**src/rtl/qfe_pkg.sv**
```systemverilog
package qfe_pkg;

  // default counter width
  localparam int LenBitsDefault = 16;

  // queue between front and back
  localparam int QueueDepth = 2;

  // register reset values
  localparam logic [63:0] TermMap0Rst = 64'h7C00_1077_0000_0200;
  localparam logic [63:0] TermMapRst  = 64'h0;
  localparam logic [15:0] MaxLenRst   = 16'd255;

  // character codes
  localparam logic [7:0] CH_SPACE = 8'h20;
  localparam logic [7:0] CH_TAB   = 8'h09;
  localparam logic [7:0] CH_SQ    = 8'h27;
  localparam logic [7:0] CH_DQ    = 8'h22;
  localparam logic [7:0] CH_BSL   = 8'h5C;
  localparam logic [7:0] CH_LC_N  = 8'h6E;
  localparam logic [7:0] CH_LC_R  = 8'h72;
  localparam logic [7:0] CH_LC_E  = 8'h65;
  localparam logic [7:0] CH_NL    = 8'h0A;
  localparam logic [7:0] CH_CR    = 8'h0D;
  localparam logic [7:0] CH_ESC   = 8'h1B;

  // register map (index = byte address / 8)
  typedef enum logic [2:0] {
    REG_TERM_MAP_0 = 3'd0,
    REG_TERM_MAP_1 = 3'd1,
    REG_TERM_MAP_2 = 3'd2,
    REG_TERM_MAP_3 = 3'd3,
    REG_MAX_LEN    = 3'd4
  } reg_idx_t;

  typedef enum logic [1:0] {
    PH_SKIP = 2'd0,
    PH_BODY = 2'd1,
    PH_ESC  = 2'd2,
    PH_DONE = 2'd3
  } phase_t;

  typedef enum logic [1:0] {
    Q_NONE   = 2'd0,
    Q_SINGLE = 2'd1,
    Q_DOUBLE = 2'd2
  } quote_t;

  // one classified input word
  typedef struct packed {
    logic [7:0] data;
    logic [7:0] esc_data;
    logic       last;
    logic       blank;
    logic       sq;
    logic       dq;
    logic       bsl;
    logic       term;
  } item_t;

endpackage

```
**src/rtl/qfe_front.sv**
```systemverilog
module qfe_front (
  input  logic             in_valid,
  input  logic [7:0]       in_byte,
  input  logic             last_byte,
  output logic             in_stall,
  input  logic [63:0]      term_map_0,
  input  logic [63:0]      term_map_1,
  input  logic [63:0]      term_map_2,
  input  logic [63:0]      term_map_3,
  input  logic             q_full,
  output logic             push,
  output qfe_pkg::item_t   push_item
);

  logic [63:0] map_word;

  // stall only when the queue has no room
  assign in_stall = q_full;
  assign push     = in_valid && !q_full;

  // pick the terminator word by the top two bits
  always_comb begin
    case (in_byte[7:6])
      2'd0:    map_word = term_map_0;
      2'd1:    map_word = term_map_1;
      2'd2:    map_word = term_map_2;
      default: map_word = term_map_3;
    endcase
  end

  // classify the byte
  always_comb begin
    push_item.data  = in_byte;
    push_item.last  = last_byte;
    push_item.blank = (in_byte == qfe_pkg::CH_SPACE) || (in_byte == qfe_pkg::CH_TAB);
    push_item.sq    = (in_byte == qfe_pkg::CH_SQ);
    push_item.dq    = (in_byte == qfe_pkg::CH_DQ);
    push_item.bsl   = (in_byte == qfe_pkg::CH_BSL);
    push_item.term  = map_word[in_byte[5:0]];
    case (in_byte)
      qfe_pkg::CH_LC_N: push_item.esc_data = qfe_pkg::CH_NL;
      qfe_pkg::CH_LC_R: push_item.esc_data = qfe_pkg::CH_CR;
      qfe_pkg::CH_LC_E: push_item.esc_data = qfe_pkg::CH_ESC;
      default:          push_item.esc_data = in_byte;
    endcase
  end

endmodule

```
**src/rtl/qfe_queue.sv**
```systemverilog
module qfe_queue #(
  parameter int DEPTH = qfe_pkg::QueueDepth
) (
  input  logic             clk,
  input  logic             rst,
  input  logic             push,
  input  qfe_pkg::item_t   push_item,
  input  logic             pop,
  output logic             not_empty,
  output logic             full,
  output qfe_pkg::item_t   head
);

  localparam int PtrW = (DEPTH > 1) ? $clog2(DEPTH) : 1;
  localparam int CntW = $clog2(DEPTH + 1);

  qfe_pkg::item_t mem [DEPTH];
  logic [PtrW-1:0] wr_ptr;
  logic [PtrW-1:0] rd_ptr;
  logic [CntW-1:0] fill;

  assign not_empty = (fill != '0);
  assign full      = (fill == CntW'(DEPTH));
  assign head      = mem[rd_ptr];

  // storage
  always_ff @(posedge clk) begin
    if (push) begin
      mem[wr_ptr] <= push_item;
    end
  end

  // pointers and fill level
  always_ff @(posedge clk) begin
    if (rst) begin
      wr_ptr <= '0;
      rd_ptr <= '0;
      fill   <= '0;
    end else begin
      if (push) begin
        wr_ptr <= (wr_ptr == PtrW'(DEPTH - 1)) ? '0 : wr_ptr + 1'b1;
      end
      if (pop) begin
        rd_ptr <= (rd_ptr == PtrW'(DEPTH - 1)) ? '0 : rd_ptr + 1'b1;
      end
      if (push && !pop) begin
        fill <= fill + 1'b1;
      end else if (pop && !push) begin
        fill <= fill - 1'b1;
      end
    end
  end

endmodule

```
**src/rtl/qfe_back.sv**
```systemverilog
module qfe_back #(
  parameter int LEN_BITS = qfe_pkg::LenBitsDefault
) (
  input  logic             clk,
  input  logic             rst,
  input  logic [15:0]      max_len,
  input  logic             q_not_empty,
  input  qfe_pkg::item_t   item,
  output logic             pop,
  output logic             out_valid,
  input  logic             out_stall,
  output logic [7:0]       out_char,
  output logic             char_valid,
  output logic             field_end,
  output logic [15:0]      field_length
);

  localparam int CmpW = (LEN_BITS > 16) ? LEN_BITS : 16;

  qfe_pkg::phase_t phase, phase_next;
  qfe_pkg::quote_t quote, quote_next;
  logic [LEN_BITS-1:0] count, count_next, count_inc;
  logic [CmpW-1:0] limit_w;

  logic ready;
  logic at_limit;
  logic inc_limit;
  logic skip_hold;
  logic body_end;
  qfe_pkg::quote_t q_eff;

  logic        res_valid;
  logic        res_cv;
  logic        res_fe;
  logic [7:0]  res_char;
  logic [15:0] res_len;

  // output register free or being drained
  assign ready = !out_valid || !out_stall;
  assign pop   = q_not_empty && ready;

  // limit compares; an all-ones count is the saturated limit
  assign limit_w   = CmpW'(max_len);
  assign count_inc = count + 1'b1;
  assign at_limit  = (CmpW'(count) >= limit_w) || (&count);
  assign inc_limit = (CmpW'(count_inc) >= limit_w) || (&count_inc);

  // decode of the head word
  assign skip_hold = (phase == qfe_pkg::PH_SKIP) && (item.blank || item.sq || item.dq);
  assign q_eff     = (phase == qfe_pkg::PH_SKIP) ? qfe_pkg::Q_NONE : quote;
  assign body_end  = at_limit
                  || ((q_eff == qfe_pkg::Q_NONE) && item.term)
                  || ((q_eff == qfe_pkg::Q_DOUBLE) && item.dq)
                  || ((q_eff == qfe_pkg::Q_SINGLE) && item.sq);

  // next state
  always_comb begin
    phase_next = phase;
    quote_next = quote;
    count_next = count;
    if (pop) begin
      unique case (phase) inside
        qfe_pkg::PH_DONE: begin
          if (item.last) begin
            phase_next = qfe_pkg::PH_SKIP;
          end
        end
        qfe_pkg::PH_ESC: begin
          if (item.last || inc_limit) begin
            phase_next = item.last ? qfe_pkg::PH_SKIP : qfe_pkg::PH_DONE;
            quote_next = qfe_pkg::Q_NONE;
            count_next = '0;
          end else begin
            phase_next = qfe_pkg::PH_BODY;
            count_next = count_inc;
          end
        end
        qfe_pkg::PH_SKIP, qfe_pkg::PH_BODY: begin
          if (skip_hold) begin
            if (item.last) begin
              phase_next = qfe_pkg::PH_SKIP;
              quote_next = qfe_pkg::Q_NONE;
              count_next = '0;
            end else if (item.sq) begin
              phase_next = qfe_pkg::PH_BODY;
              quote_next = qfe_pkg::Q_SINGLE;
            end else if (item.dq) begin
              phase_next = qfe_pkg::PH_BODY;
              quote_next = qfe_pkg::Q_DOUBLE;
            end
          end else if (body_end || (item.bsl && item.last)) begin
            phase_next = item.last ? qfe_pkg::PH_SKIP : qfe_pkg::PH_DONE;
            quote_next = qfe_pkg::Q_NONE;
            count_next = '0;
          end else if (item.bsl) begin
            phase_next = qfe_pkg::PH_ESC;
            quote_next = q_eff;
          end else if (item.last || inc_limit) begin
            phase_next = item.last ? qfe_pkg::PH_SKIP : qfe_pkg::PH_DONE;
            quote_next = qfe_pkg::Q_NONE;
            count_next = '0;
          end else begin
            phase_next = qfe_pkg::PH_BODY;
            quote_next = q_eff;
            count_next = count_inc;
          end
        end
        default: begin
          phase_next = phase;
        end
      endcase
    end
  end

  // result of the head word
  always_comb begin
    res_valid = 1'b0;
    res_cv    = 1'b0;
    res_fe    = 1'b0;
    res_char  = '0;
    res_len   = '0;
    unique case (phase) inside
      qfe_pkg::PH_DONE: begin
        res_valid = 1'b0;
      end
      qfe_pkg::PH_ESC: begin
        res_valid = 1'b1;
        res_cv    = 1'b1;
        res_char  = item.esc_data;
        res_fe    = item.last || inc_limit;
        res_len   = res_fe ? 16'(count_inc) : '0;
      end
      qfe_pkg::PH_SKIP, qfe_pkg::PH_BODY: begin
        if (skip_hold) begin
          // blank buffer or opening quote on the last byte
          res_valid = item.last;
          res_fe    = item.last;
        end else if (body_end || (item.bsl && item.last)) begin
          res_valid = 1'b1;
          res_fe    = 1'b1;
          res_len   = 16'(count);
        end else if (!item.bsl) begin
          res_valid = 1'b1;
          res_cv    = 1'b1;
          res_char  = item.data;
          res_fe    = item.last || inc_limit;
          res_len   = res_fe ? 16'(count_inc) : '0;
        end
      end
      default: begin
        res_valid = 1'b0;
      end
    endcase
  end

  // field state
  always_ff @(posedge clk) begin
    if (rst) begin
      phase <= qfe_pkg::PH_SKIP;
      quote <= qfe_pkg::Q_NONE;
      count <= '0;
    end else begin
      phase <= phase_next;
      quote <= quote_next;
      count <= count_next;
    end
  end

  // output register
  always_ff @(posedge clk) begin
    if (rst) begin
      out_valid <= 1'b0;
    end else if (ready) begin
      out_valid <= pop && res_valid;
    end
  end

  always_ff @(posedge clk) begin
    if (pop && res_valid) begin
      out_char     <= res_char;
      char_valid   <= res_cv;
      field_end    <= res_fe;
      field_length <= res_len;
    end
  end

endmodule

```
**src/rtl/quoted_field_extractor.sv**
```systemverilog
// Quoted field extractor: takes one source byte per word (last_byte marks the
// buffer's end), skips leading blanks, handles an optional quote and backslash
// escapes, and gives one result word per copied byte plus the end-of-field
// length. Sustained rate is one byte per clock while out_stall is low; the
// back-end state machine retires one queued byte per cycle. A byte's result
// reaches the output through the two-word queue and then the output register,
// into which the back end decodes it. in_stall rises only when the queue is
// full, which happens when out_stall has held results back. Registers sit at
// byte address 8*i on the 64-bit APB port and may be written only while the
// block is idle.
module quoted_field_extractor #(
  parameter int LEN_BITS = qfe_pkg::LenBitsDefault
) (
  input  logic        clk,
  input  logic        rst,
  // input channel
  input  logic        in_valid,
  output logic        in_stall,
  input  logic [7:0]  in_byte,
  input  logic        last_byte,
  // output channel
  output logic        out_valid,
  input  logic        out_stall,
  output logic [7:0]  out_char,
  output logic        char_valid,
  output logic        field_end,
  output logic [15:0] field_length,
  // configuration
  input  logic        psel,
  input  logic        penable,
  input  logic        pwrite,
  input  logic [5:0]  paddr,
  input  logic [63:0] pwdata,
  output logic [63:0] prdata,
  output logic        pready
);

  logic [63:0] term_map_0;
  logic [63:0] term_map_1;
  logic [63:0] term_map_2;
  logic [63:0] term_map_3;
  logic [15:0] max_len;

  logic           wr_en;
  logic           push;
  logic           pop;
  logic           q_full;
  logic           q_not_empty;
  qfe_pkg::item_t push_item;
  qfe_pkg::item_t head_item;

  assign pready = 1'b1;
  assign wr_en  = psel && penable && pwrite;

  // register writes
  always_ff @(posedge clk) begin
    if (rst) begin
      term_map_0 <= qfe_pkg::TermMap0Rst;
      term_map_1 <= qfe_pkg::TermMapRst;
      term_map_2 <= qfe_pkg::TermMapRst;
      term_map_3 <= qfe_pkg::TermMapRst;
      max_len    <= qfe_pkg::MaxLenRst;
    end else if (wr_en) begin
      unique case (paddr[5:3])
        qfe_pkg::REG_TERM_MAP_0: term_map_0 <= pwdata;
        qfe_pkg::REG_TERM_MAP_1: term_map_1 <= pwdata;
        qfe_pkg::REG_TERM_MAP_2: term_map_2 <= pwdata;
        qfe_pkg::REG_TERM_MAP_3: term_map_3 <= pwdata;
        qfe_pkg::REG_MAX_LEN:    max_len    <= pwdata[15:0];
        default: ;
      endcase
    end
  end

  // register reads
  always_comb begin
    unique case (paddr[5:3])
      qfe_pkg::REG_TERM_MAP_0: prdata = term_map_0;
      qfe_pkg::REG_TERM_MAP_1: prdata = term_map_1;
      qfe_pkg::REG_TERM_MAP_2: prdata = term_map_2;
      qfe_pkg::REG_TERM_MAP_3: prdata = term_map_3;
      qfe_pkg::REG_MAX_LEN:    prdata = {48'd0, max_len};
      default:                 prdata = '0;
    endcase
  end

  qfe_front u_front (
    .in_valid   (in_valid),
    .in_byte    (in_byte),
    .last_byte  (last_byte),
    .in_stall   (in_stall),
    .term_map_0 (term_map_0),
    .term_map_1 (term_map_1),
    .term_map_2 (term_map_2),
    .term_map_3 (term_map_3),
    .q_full     (q_full),
    .push       (push),
    .push_item  (push_item)
  );

  qfe_queue #(
    .DEPTH (qfe_pkg::QueueDepth)
  ) u_queue (
    .clk       (clk),
    .rst       (rst),
    .push      (push),
    .push_item (push_item),
    .pop       (pop),
    .not_empty (q_not_empty),
    .full      (q_full),
    .head      (head_item)
  );

  qfe_back #(
    .LEN_BITS (LEN_BITS)
  ) u_back (
    .clk          (clk),
    .rst          (rst),
    .max_len      (max_len),
    .q_not_empty  (q_not_empty),
    .item         (head_item),
    .pop          (pop),
    .out_valid    (out_valid),
    .out_stall    (out_stall),
    .out_char     (out_char),
    .char_valid   (char_valid),
    .field_end    (field_end),
    .field_length (field_length)
  );

endmodule

```
**config.mk**
```make
export PLATFORM = sky130hd
export DESIGN_NAME = quoted_field_extractor
export DESIGN_NICKNAME = d
export VERILOG_FILES = /design/src/rtl/qfe_pkg.sv /design/src/rtl/qfe_front.sv /design/src/rtl/qfe_queue.sv /design/src/rtl/qfe_back.sv /design/src/rtl/quoted_field_extractor.sv
export SDC_FILE = /design/constraint.sdc
export NUM_CORES = 1
export LEC_CHECK = 0
export BUFFER_PORTS_ARGS = -buffer_cell sky130_fd_sc_hd__buf_2
export CAP_MARGIN = 10
export CORE_MARGIN = 2
export CORE_UTILIZATION = 33
export DETAILED_ROUTE_END_ITERATION = 16
export HOLD_SLACK_MARGIN = 0.08
export PLACE_DENSITY = 0.6
export SLEW_MARGIN = 15
export SYNTH_ARGS = -nofsm -noshare
export SYNTH_HDL_FRONTEND = slang
export SYNTH_SLANG_ARGS = --single-unit
```
**constraint.sdc**
```tcl
create_clock -name clk -period 9.3 [get_ports clk]
set_input_delay 1.86 -clock clk [delete_from_list [all_inputs] [get_ports clk]]
set_output_delay 1.86 -clock clk [all_outputs]
set_load 0.1 [all_outputs]
```
---- Yosys cells after proc, flatten, opt, wreduce, memory -nomap -nowiden ----
Memory sizes are Yosys's and may differ from the RTL's. A register that Yosys moved wholly into a read port is not among the register bits.
Index checks and enable logic that the tools add are counted.
word-level totals
  register bits ........................... 323
  memory bits (writable) .................. 44
  output and inout bits ................... 93
  word-level logic and storage cells ...... 156
  memories kept ........................... 1
memory list
  name         words  bits a word  read ports  clocked after Yosys merged registers in  wr ports  RTL line         text
  u_queue.mem  2      22           1           1                                        1         qfe_queue.sv:17  qfe_pkg::item_t mem [DEPTH];
operators by class
  $add $sub $neg .......................... 5
  magnitude comparators ................... 3
  equality and inequality tests ........... 25
  mux-type cells .......................... 59
  reductions and logical operators ........ 47
operator list
  operator                                              count
  case mux 64 bit (5 select lines)                      1
  case mux 64 bit (3 select lines)                      1
  two-way mux 16 bit                                    9
  case mux 16 bit (2 select lines)                      2
  two-way mux 2 bit                                     20
  equality test 8 x 7 -> 1 bit (second input constant)  4
  >= comparator 16 bit                                  2
  AND reduction 16 bit                                  2
  equality test 8 x 6 -> 1 bit (second input constant)  3
  two-way mux 8 bit                                     3
  case mux 8 bit (3 select lines)                       1
  adder 16 x 1 -> 16 bit (second input constant)        1
  case mux 8 bit (2 select lines)                       1
  two-way mux 1 bit                                     15
  logical AND 1 bit                                     12
  AND reduction 4 bit                                   3
  logical OR 1 bit                                      11
  equality test 2 bit (second input constant)           5
  AND reduction 2 bit                                   5
  equality test 8 x 4 -> 1 bit (second input constant)  1
  < comparator 6 x 7 -> 1 bit (second input constant)   1
  binary-select mux 1 bit (select 6 bit)                1
  equality test 2 x 1 -> 1 bit (second input constant)  3
  equality test 3 x 2 -> 1 bit (second input constant)  2
  other kinds (19)                                      30

---- Depth between registers and ports, before layout ----
Gate-level depths: netlist (run 1).
  depth after elaboration ................. 12
  mapped depth ............................ 18

---- Modules after synthesis ----
Synthesis (run 1) repeated with hierarchy kept, for this count alone.
unflattened totals
  cells, all modules ...................... 1888
  area, all modules ....................... 20591.0 um^2
modules (own cells, without submodules)
  module                  instances  cells an instance  area an instance (um^2)  sequential area each (um^2)
  quoted_field_extractor  1          1175               12883.6                  5445.2
  qfe_back                1          376                3429.5                   1201.2
  qfe_front               1          247                2488.6                   0.0
  qfe_queue               1          90                 1789.2                   1421.4

---- Least setup slack after synthesis (run 1) ----
OpenSTA, ideal clock, no wires.
  path kind ............................... in2out
  start point ............................. in paddr[3]
  end point ............................... out prdata[0]
  arrival ................................. 4722 ps
  setup slack ............................. 2718 ps
  stages on the path ...................... 6
  cell sequence ........................... clkbuf_1 clkbuf_1 buf_1 mux2_2 a22oi_1 o22ai_1
between the ends
  cells in the longest elaborated chain, start to end .. 2
  elaborated cells between the ends (all ways) .. 6
  those cells by class .................... eq/ne (4); mux (1); reduce/logical (1)
RTL lines
  item                                               RTL line                      text
  start, declared                                    quoted_field_extractor.sv:32  input logic [5:0] paddr,
  equality test 3 bit, or another cell as far along  quoted_field_extractor.sv:77  unique case (paddr[5:3])
  case mux 64 bit (5 select lines) (*)               quoted_field_extractor.sv:77
  end, declared                                      quoted_field_extractor.sv:34  output logic [63:0] prdata,
Every way passes the cells marked *; elsewhere a longest branch is shown, timed or not.

---- Final worst setup path (run 1) ----
  start point ............................. in paddr[3]
  end point ............................... out prdata[37]
Same word-level chain as after synthesis.

==> out/qor.yml, run 1 <==
pin_count: 179
period_needed_ps: 6400
cts_resized: 0
outcome: "complete, no violations"
grt_max_degree: 112
fin_setup_tns_ps: 0
grt-ovfl-total: 0
path_class: "in2out"
clock_latency_ps: 570
synthCells: 2001
grt_first_pass_wirelength_um: 91000
top_usage_layer: "met2"
timing.fmax_mhz: 156
syn_nets: 2122
power_density_nw_per_um2: 206
rr_worst_depth: 14
start_kind: "input port"
yosysTopAreaCell: "dfxtp_1"
rows: 87
synthArstFlopShare_pct: 0
numCtsBuffers: 43
ys_types: 71
hold_violations: 0
gp_congestion: 0.864
cp_cell_sequence: "buf_4, buf_4, buf_4, mux4_2, nor2b_1, buf_2"
drt_wl_total_um: 59600
drv_slew: 0
clock-sinks: 368
regToRegSetupSlack_ps: 3900
cpMaxStageDelayCell: "buf_4"
grt_use_met2_pct: 33.4
synth_seq_cells: 368
synthFlopType: "dfxtp_1"
grt_pass1_vias: 15600
dieArea_sq_um: 58900
ctsHoldBuffers: 0
min_delay_path_depth: 2
setup-violations-final: 0
path_clk_slew_ps: 60
antenna_found_initial: 10
r2r_start: "u_back.count[1]$_SDFFE_PP0P_"
area_delta_synth_final_pct: 14.3
cp_data_required_time_ps: 7440
yosysSeqAreaShare_pct: 42.9
relSlewSlack_pct: 17.8
rsz0062_at_grt: "no"
core_sq_um: 56400
dieWidth_um: 243
final_nets: 2198
synth_top_area_share_pct: 31.7
fin_crit_sh_pct: 68.8
firstDrtPassIters: 5
io_buffers: 174
hp-class: "reg2reg"
post_drt_wl_per_cell_um: 20.8
synth_common_cells: "nand2_1 (577), dfxtp_1 (298), a21oi_1 (269), mux4_2 (129), clkbuf_1 (121)"
yosys-top-cells-area: "dfxtp_1 (32%), mux4_2 (15%), nand2_1 (12%), edfxtp_1 (11%), a21oi_1 (7.2%)"
setup_slack_ps: 2900
hp-start: "term_map_1[62]$_SDFFE_PP0P_"
crit_top_cell: "buf_4"
timing.rr.end: "u_back.count[10]$_SDFFE_PP0P_"
cts.htree.levels: 2
final_core_util_pct: 38.1
cp-startpoint: "paddr[3]"
final_layout_size_suffix_gt1_share_pct: 20.7
ant_nets: 0
drtIter0Drc: 1538
use_met3_pct: 3.32
cp_num_buf_inv: 4
dp_cells: 2788
synth_area_per_cell_sq_um: 9.39
viasPerCell: 5.48
maxCapViolCount: 0
timing.hold.ws_ps: 467
p_leak_nw: 7.54
post-cts-setup-buffer-count: 0
irDropWorstVdd_mv: 0.109
tightest_slew_ps: 1230
synth.most_common_cell: "nand2_1"
num_vias: 15700
cp_top_family: "buffers and inverters"
cpPeakStageDelay_ps: 610
clockBufferDepth: 3
grt_use_met1_pct: 25.3
root_buffer: "clkbuf_16"
worstPathArrival_ps: 4540
min_to: "term_map_1[62]$_SDFFE_PP0P_"
die_y_um: 243
yosysWarnings: 0
clock-skew-final_ps: 37.2
synth_edf_count: 70
mappedNetlistArea_sq_um: 18800
cts_tree: "built"
fin_cells: 2872
fill_cells: 5704
initial_core_util_pct: 33.3
pre_cts_ws_ps: 2850
drc: 0
crit_path_max_fanout: 26
place_hpwl_um: 37100
gr-usage-all-layers_pct: 19.7
crit_path_end_kind: "primary output"
[sequential cells by signal (all words and copies together), names as in the netlist, named ones only]
register             cells
term_map_0              64
term_map_1              64
term_map_2              64
term_map_3              64
u_queue.mem             44
max_len                 16
u_back.count            16
u_back.field_length     16
u_back.out_char          8
u_back.phase             2
u_back.quote             2
u_queue.fill             2
u_back.char_valid        1
u_back.field_end         1
u_back.out_valid         1
u_queue.rd_ptr           1
u_queue.wr_ptr           1
[area by class of cell]
| cell class | count | area [sq um] | area share (%) |
|---|---|---|---|
| Antenna cell | 6 | 15.0 | 0.0699 |
| Timing Repair Buffer | 198 | 1070 | 4.97 |
| Inverter | 33 | 124 | 0.577 |
| Clock inverter | 14 | 151 | 0.705 |
| Tap cell | 756 | 946 | 4.40 |
| Sequential cell | 368 | 8070 | 37.6 |
| Clock buffer | 64 | 1180 | 5.52 |
| Multi-Input combinational cell | 1433 | 9920 | 46.2 |
[layer usage]
metal  vias to the layer above  wire, um
met4                         6      1580
met3                       120      3840
met1                      7746     24700
met2                       586     29400
met5                         -        38
li1                       7280         -
[per-stage QoR]
stage               instance area [sq um]  power (mW)
floorplan                           18800        2.62
global placement                    20100        2.83
detailed placement                  20100        2.84
CTS                                 21500        4.47
global route                        21500        4.60
finish                              21500        4.43
[report_power, final]
group / internal [mW] / total (mW) / leakage (nW) / switching, mW
Clock: 0.942 / 1.63 / 0.652 / 0.688
Combinational: 0.218 / 0.999 / 3.82 / 0.781
Sequential: 1.75 / 1.80 / 3.07 / 0.0454
[how the worst max path moves through the flow]
stage,to,slack [ps],cells after the start
after floorplan,prdata[0],2720,6
after global placement,prdata[37],2910,6
after detailed placement,prdata[37],2850,6
after CTS,prdata[37],2850,6
after global routing,prdata[37],2710,6
final,prdata[37],2900,6
[cell usage in the layout, fill, tap and decap left out, drive strengths merged, types with 7 or more instances in the layout]
cell and count:
a21oi 270, a22o 19, a22oi 43, a31oi 10
buf 197, clkbuf 65, clkinv 10, dfxtp 298
edfxtp 70, ha 35, inv 34, mux2 19
mux2i 20, mux4 129, nand2 578, nand3 34
nand4 9, nor2 47, nor2b 56, nor3 12
nor4 10, o211ai 10, o21ai 11, o22ai 26
xnor2 11, xor2 7
[worst register-to-register path, delay by kind of cell, from the launching register on]
family	cells	cell delay, ps
and+or+nand+nor	5	1750
AOI/OAI and AO/OA	6	1700
adders and majority gates	2	850
DFF	1	660
xor gates and xnor gates	1	360
[cell families after synthesis]
kind of cell | synth area share [%]
AOI/OAI and AO/OA | 13.9
adders and majority gates | 2.33
buffers and inverters | 4.46
muxes | 17.7
and+or+nand+nor | 17.9
other | 0.0200
DFF | 42.9
xor gates and xnor gates | 0.839
Note: power is estimated with default switching activity, not from simulation.
==> run 2: changes to the inputs <==
==> constraint.sdc (replaced) <==
create_clock -name clk -period 6.67 [get_ports clk]
set_input_delay 1.334 -clock clk [delete_from_list [all_inputs] [get_ports clk]]
set_output_delay 1.334 -clock clk [all_outputs]
set_load 0.1 [all_outputs]
==> out/qor.yml, run 2 (same netlist as run 1, synthesis figures left out) <==
outcome: "complete, no violations"
path_class: "reg2reg"
die_y_um: 243
relSlewSlack_pct: 21.0
dieWidth_um: 243
start_kind: "flip-flop"
area_delta_synth_final_pct: 14.8
switchingPower_mw: 2.12
pre_cts_ws_ps: 1370
firstDrtPassIters: 5
num_vias: 15700
crit_path_max_fanout: 16
path_clk_slew_ps: 60
root_buffer: "clkbuf_16"
tightest_slew_ps: 1180
cpMaxStageDelayCell: "nor4b_4"
crit_top_cell: "nand3_1"
drt_wl_total_um: 59900
ctsHoldBuffers: 0
crit_path_end_kind: "flip-flop"
maxCapViolCount: 0
core_sq_um: 56400
dieArea_sq_um: 58900
crit_end: "u_back.count[10]$_SDFFE_PP0P_"
power_frac_seq_pct: 40.2
power_density_nw_per_um2: 289
grt_max_degree: 110
path_depth: 14
initial_core_util_pct: 33.3
grt_first_pass_wirelength_um: 90500
gr-usage-all-layers_pct: 19.7
hold_violations: 0
final_layout_size_suffix_gt1_share_pct: 20.9
cts.htree.levels: 2
switching_share_pct: 34.0
place_hpwl_um: 38000
grt-ovfl-total: 0
setup_slack_ps: 1320
ant_nets: 0
post-cts-setup-buffer-count: 0
drc: 0
timing.rr.end: "u_back.count[10]$_SDFFE_PP0P_"
rows: 87
grt_pass1_vias: 15200
clock-skew-final_ps: 24.2
irDropWorstVdd_mv: 0.186
cp_num_buf_inv: 0
period_needed_ps: 5350
hp-class: "reg2reg"
drtIter0Drc: 1459
gp_congestion: 0.827
combPwrFrac_pct: 22.4
worstPathArrival_ps: 5850
pin_count: 179
io_buffers: 174
rsz0062_at_grt: "no"
rr_worst_depth: 14
cp_cell_sequence: "ha_1, nand3_1, nor2_1, nand3_1, xnor2_1, ha_1, a21o_1, a211o_1, a2111oi_0, a21oi_1, a31o_2, nor4b_4, nand3_1, a31oi_1"
clock_latency_ps: 590
p_leak_nw: 7.59
cp_top_family: "compound AO/OA/AOI/OAI gates"
p_clk_share_pct: 37.4
antenna_found_initial: 8
clockBufferDepth: 3
timing.fmax_mhz: 187
cts_resized: 0
clock-sinks: 368
numCtsBuffers: 43
regToRegSetupSlack_ps: 1320
cpPeakStageDelay_ps: 800
p_int_mw: 4.12
layout_common_cells: "nand2_1 (576), dfxtp_1 (298), a21oi_1 (269)"
setup-violations-final: 0
fin_crit_sh_pct: 80.2
drv_slew: 0
viasPerCell: 5.48
p_total_mw: 6.24
cp-startpoint: "u_back.count[1]$_SDFFE_PP0P_"
post_drt_wl_per_cell_um: 20.9
final_common_cell: "nand2_1"
fin_setup_tns_ps: 0
final_nets: 2201
r2r_start: "u_back.count[1]$_SDFFE_PP0P_"
cts_tree: "built"
cp_data_required_time_ps: 7170
## run 2: worst register-to-register path, cell delays in order (launching register included)
cell,delay (ps)
dfxtp_1,680
ha_1,500
nand3_1,200
nor2_1,290
nand3_1,230
xnor2_1,340
ha_1,310
a21o_1,210
a211o_1,310
a2111oi_0,520
a21oi_1,230
a31o_2,310
nor4b_4,800
nand3_1,160
a31oi_1,190
## run 2: cell type report
| cell class | instances | area (sq um) |
|---|---|---|
| Multi-Input combinational cell | 1433 | 9920 |
| Fill cell | 5681 | 34800 |
| Clock buffer | 55 | 1140 |
| Timing Repair Buffer | 201 | 1130 |
| Antenna cell | 6 | 15.0 |
| Clock inverter | 21 | 226 |
| Tap cell | 756 | 946 |
| Inverter | 33 | 124 |
| Sequential cell | 368 | 8070 |
## run 2: how the worst min path moves through the flow
stage          slack, ps                        start                           to  cells after the start
3_3_place_gp         450  term_map_1[34]$_SDFFE_PP0P_  term_map_1[34]$_SDFFE_PP0P_                      2
6_report             470   term_map_3[7]$_SDFFE_PP0P_   term_map_3[7]$_SDFFE_PP0P_                      2
3_5_place_dp         460   term_map_3[7]$_SDFFE_PP0P_   term_map_3[7]$_SDFFE_PP0P_                      2
4_1_cts              470   term_map_3[7]$_SDFFE_PP0P_   term_map_3[7]$_SDFFE_PP0P_                      2
5_1_grt              480  term_map_0[22]$_SDFFE_PP0P_  term_map_0[22]$_SDFFE_PP0P_                      2
2_1_floorplan        440   term_map_3[0]$_SDFFE_PP0P_   term_map_3[0]$_SDFFE_PP0P_                      2
## run 2: through the flow
step | utilization, % | cell area (sq um) | hold slack (ps) | cells
final | 38.3 | 21600 | 466 | 2873
after global routing | 38.2 | 21600 | 482 | 2869
after CTS | 38.2 | 21600 | 466 | 2867
after detailed placement | 35.8 | 20200 | 458 | 2791
after global placement | 35.8 | 20200 | 449 | 2791
after floorplan | - | 18800 | 443 | 2001
## run 2: power groups by stage
stage,clock network [mW],registers [mW],logic (mW)
floorplan,0,3.00,0.656
global placement,0,2.56,1.39
detailed placement,0,2.56,1.40
CTS,2.39,2.51,1.41
global route,2.48,2.52,1.48
finish,2.33,2.51,1.40
## run 2: routing by layer
metal | part of all wire, % | GRT usage, % | vias to the layer above
met5 | 0.087 | 0 | -
met4 | 2.9 | 7.22 | 8
met3 | 6.8 | 3.42 | 115
met2 | 48 | 32.7 | 606
met1 | 42 | 25.8 | 7701
li1 | - | - | 7300
==> run 3: changes to the inputs <==
--- a/config.mk
+++ b/config.mk
@@ -5,13 +5,14 @@
 export SDC_FILE = /design/constraint.sdc
 export NUM_CORES = 1
 export LEC_CHECK = 0
+export ABC_AREA = 1
 export BUFFER_PORTS_ARGS = -buffer_cell sky130_fd_sc_hd__buf_2
 export CAP_MARGIN = 10
 export CORE_MARGIN = 2
 export CORE_UTILIZATION = 33
 export DETAILED_ROUTE_END_ITERATION = 16
 export HOLD_SLACK_MARGIN = 0.08
-export PLACE_DENSITY = 0.6
+export PLACE_DENSITY = 0.61
 export SLEW_MARGIN = 15
 export SYNTH_ARGS = -nofsm -noshare
 export SYNTH_HDL_FRONTEND = slang
==> constraint.sdc (replaced) <==
create_clock -name clk -period 4.8 [get_ports clk]
set_input_delay 0.96 -clock clk [delete_from_list [all_inputs] [get_ports clk]]
set_output_delay 0.96 -clock clk [all_outputs]
set_load 0.1 [all_outputs]
==> out/qor.yml, run 3 <==
tightest_slew_ps: 1140
cts_tree: "built"
mappedNetlistArea_sq_um: 18100
ctsHoldBuffers: 0
hp-class: "reg2reg"
period_needed_ps: 4190
ant_nets: 0
combPwrFrac_pct: 31.4
place_hpwl_um: 40400
yosysTopAreaCell: "dfxtp_1"
dieArea_sq_um: 56700
ys_types: 52
clock_latency_ps: 580
cp-startpoint: "paddr[4]"
crit_path_end_kind: "primary output"
cts.htree.levels: 2
path_clk_slew_ps: 60
syn_nets: 2581
relSlewSlack_pct: 24.2
crit_path_max_fanout: 23
antenna_found_initial: 8
p_clk_share_pct: 31.7
pin_count: 179
synth_seq_cells: 368
grt_first_pass_wirelength_um: 99500
final_common_cell: "nor2_1"
grt_pass1_vias: 17300
p_leak_nw: 8.89
post_drt_wl_per_cell_um: 19.9
setup-violations-final: 0
synth_common_cells: "nor2_1 (528), nand2_1 (362), o21ai_0 (352), dfxtp_1 (298)"
grt_max_degree: 128
firstDrtPassIters: 6
synth_area_per_cell_sq_um: 7.35
synthFlopType: "dfxtp_1"
maxCapViolCount: 0
drv_slew: 0
initial_core_util_pct: 33.5
gp_congestion: 0.852
die_y_um: 238
clock-sinks: 368
grt-ovfl-total: 0
synthCells: 2460
post-cts-setup-buffer-count: 0
io_buffers: 174
rsz0062_at_grt: "no"
synth.most_common_cell: "nor2_1"
viasPerCell: 5.56
rr_worst_depth: 18
final_layout_size_suffix_gt1_share_pct: 13.0
layout_common_cells: "nor2_1 (521), nand2_1 (361), o21ai_0 (352)"
drt_wl_total_um: 65400
numCtsBuffers: 42
yosysSeqAreaShare_pct: 44.6
regToRegSetupSlack_ps: 1340
irDropWorstVdd_mv: 0.358
start_kind: "input port"
hold_violations: 0
timing.fmax_mhz: 239
final_nets: 2678
clockBufferDepth: 3
path_class: "in2out"
timing.rr.end: "u_back.field_length[6]$_DFFE_PP_"
synthArstFlopShare_pct: 0
area_delta_synth_final_pct: 16.2
crit_end: "prdata[61]"
synth_top_area_share_pct: 33.0
dieWidth_um: 238
place_area_sq_um: 19600
switching_share_pct: 39.9
r2r_start: "u_back.count[1]$_SDFFE_PP0P_"
rows: 85
drtIter0Drc: 1971
power_frac_seq_pct: 36.9
gr-usage-all-layers_pct: 22.3
drc: 0
yosysWarnings: 0
clock-skew-final_ps: 17.1
fin_setup_tns_ps: 0
p_int_mw: 6.08
cp_data_required_time_ps: 3840
worstPathArrival_ps: 3230
synth_edf_count: 70
design_area_sq_um: 21000
fin_crit_sh_pct: 87.2
yosys-top-cells-area: "dfxtp_1 (33%), edfxtp_1 (12%), nor2_1 (11%), o21ai_0 (9.7%), nand2_1 (7.5%)"
switchingPower_mw: 4.04
core_sq_um: 54000
outcome: "complete, no violations"
num_vias: 18300
root_buffer: "clkbuf_16"
cts_resized: 0
power_density_nw_per_um2: 482
-- run 3: cell count changes after synthesis, moves of 18 or more --
cell / change
nor2b_1: -56
nand2_1: -215
o211ai_1: +52
nor2_1: +484
mux2i_1: -18
a21oi_1: -148
mux4_2: -129
inv_1: +106
o21ai_0: +346
nand3_1: +77
mux2_2: -18
-- run 3: power groups by stage --
stage	clock network (mW)	registers (mW)	logic (mW)
2_1_floorplan	0	4.59	1.66
3_3_place_gp	0	3.79	3.10
3_5_place_dp	0	3.79	3.16
4_1_cts	3.24	3.73	3.17
5_1_grt	3.37	3.77	3.43
6_report	3.21	3.73	3.18
-- run 3: how the worst min path moves through the flow --
stage	end	depth (start not counted)	from	slack [ps]
after global placement	flip-flop	1	u_queue.rd_ptr$_SDFFE_PP0P_	430
final	flip-flop	1	u_queue.rd_ptr$_SDFFE_PP0P_	480
after detailed placement	flip-flop	1	u_queue.rd_ptr$_SDFFE_PP0P_	440
after CTS	flip-flop	1	u_queue.rd_ptr$_SDFFE_PP0P_	470
after floorplan	flip-flop	1	u_queue.rd_ptr$_SDFFE_PP0P_	430
after global routing	u_queue.rd_ptr$_SDFFE_PP0P_	1	u_queue.rd_ptr$_SDFFE_PP0P_	490
-- run 3: cells by family after synthesis --
group                    count (synthesis)  synth area share, %
AND/OR/NAND/NOR                       1052                 23.5
AO/OA/AOI/OAI                          688                 22.5
flip-flops                             368                 44.6
buffers and inverters                  313                 6.75
adder cells (fa/ha/maj)                 35                 2.42
multiplexers                             2                0.111
other                                    1               0.0207
XOR/XNOR                                 1               0.0485
-- run 3: critical path, stage by stage --
cell     delay, ps
buf_2          120
nor2_1         170
nand2_1        290
inv_2          650
buf_12         250
a221o_1        290
buf_2          480
-- run 3: layer usage --
layer  up-vias  global-route usage (%)  wire length, um
li1       8560                       -                -
met1      8599                    29.4            27600
met2       967                    36.1            29600
met3       136                    4.72             6400
met4        14                    7.92             1760
met5         -                       0               85
-- run 3: cell type report --
class                      instances  area [sq um]
antenna                            2          5.00
clock buffer                      68          1270
clock inverter                    10          98.8
fill                            5472         33000
inverter                         154           586
multi-input combinational       1779          8850
sequential                       368          8070
tap                              696           871
timing repair buffer             212          1260
-- run 3: metrics by stage --
stage | utilization (%) | cells | worst slack, ps | hold slack [ps] | total power [mW]
3_5_place_dp | 36.3 | 3209 | 729 | 443 | 6.95
5_1_grt | 38.9 | 3287 | 562 | 489 | 10.6
4_1_cts | 38.9 | 3287 | 731 | 471 | 10.1
3_3_place_gp | 36.3 | 3209 | 718 | 433 | 6.89
2_1_floorplan | - | 2460 | 453 | 426 | 6.25
6_report | 38.9 | 3289 | 614 | 475 | 10.1
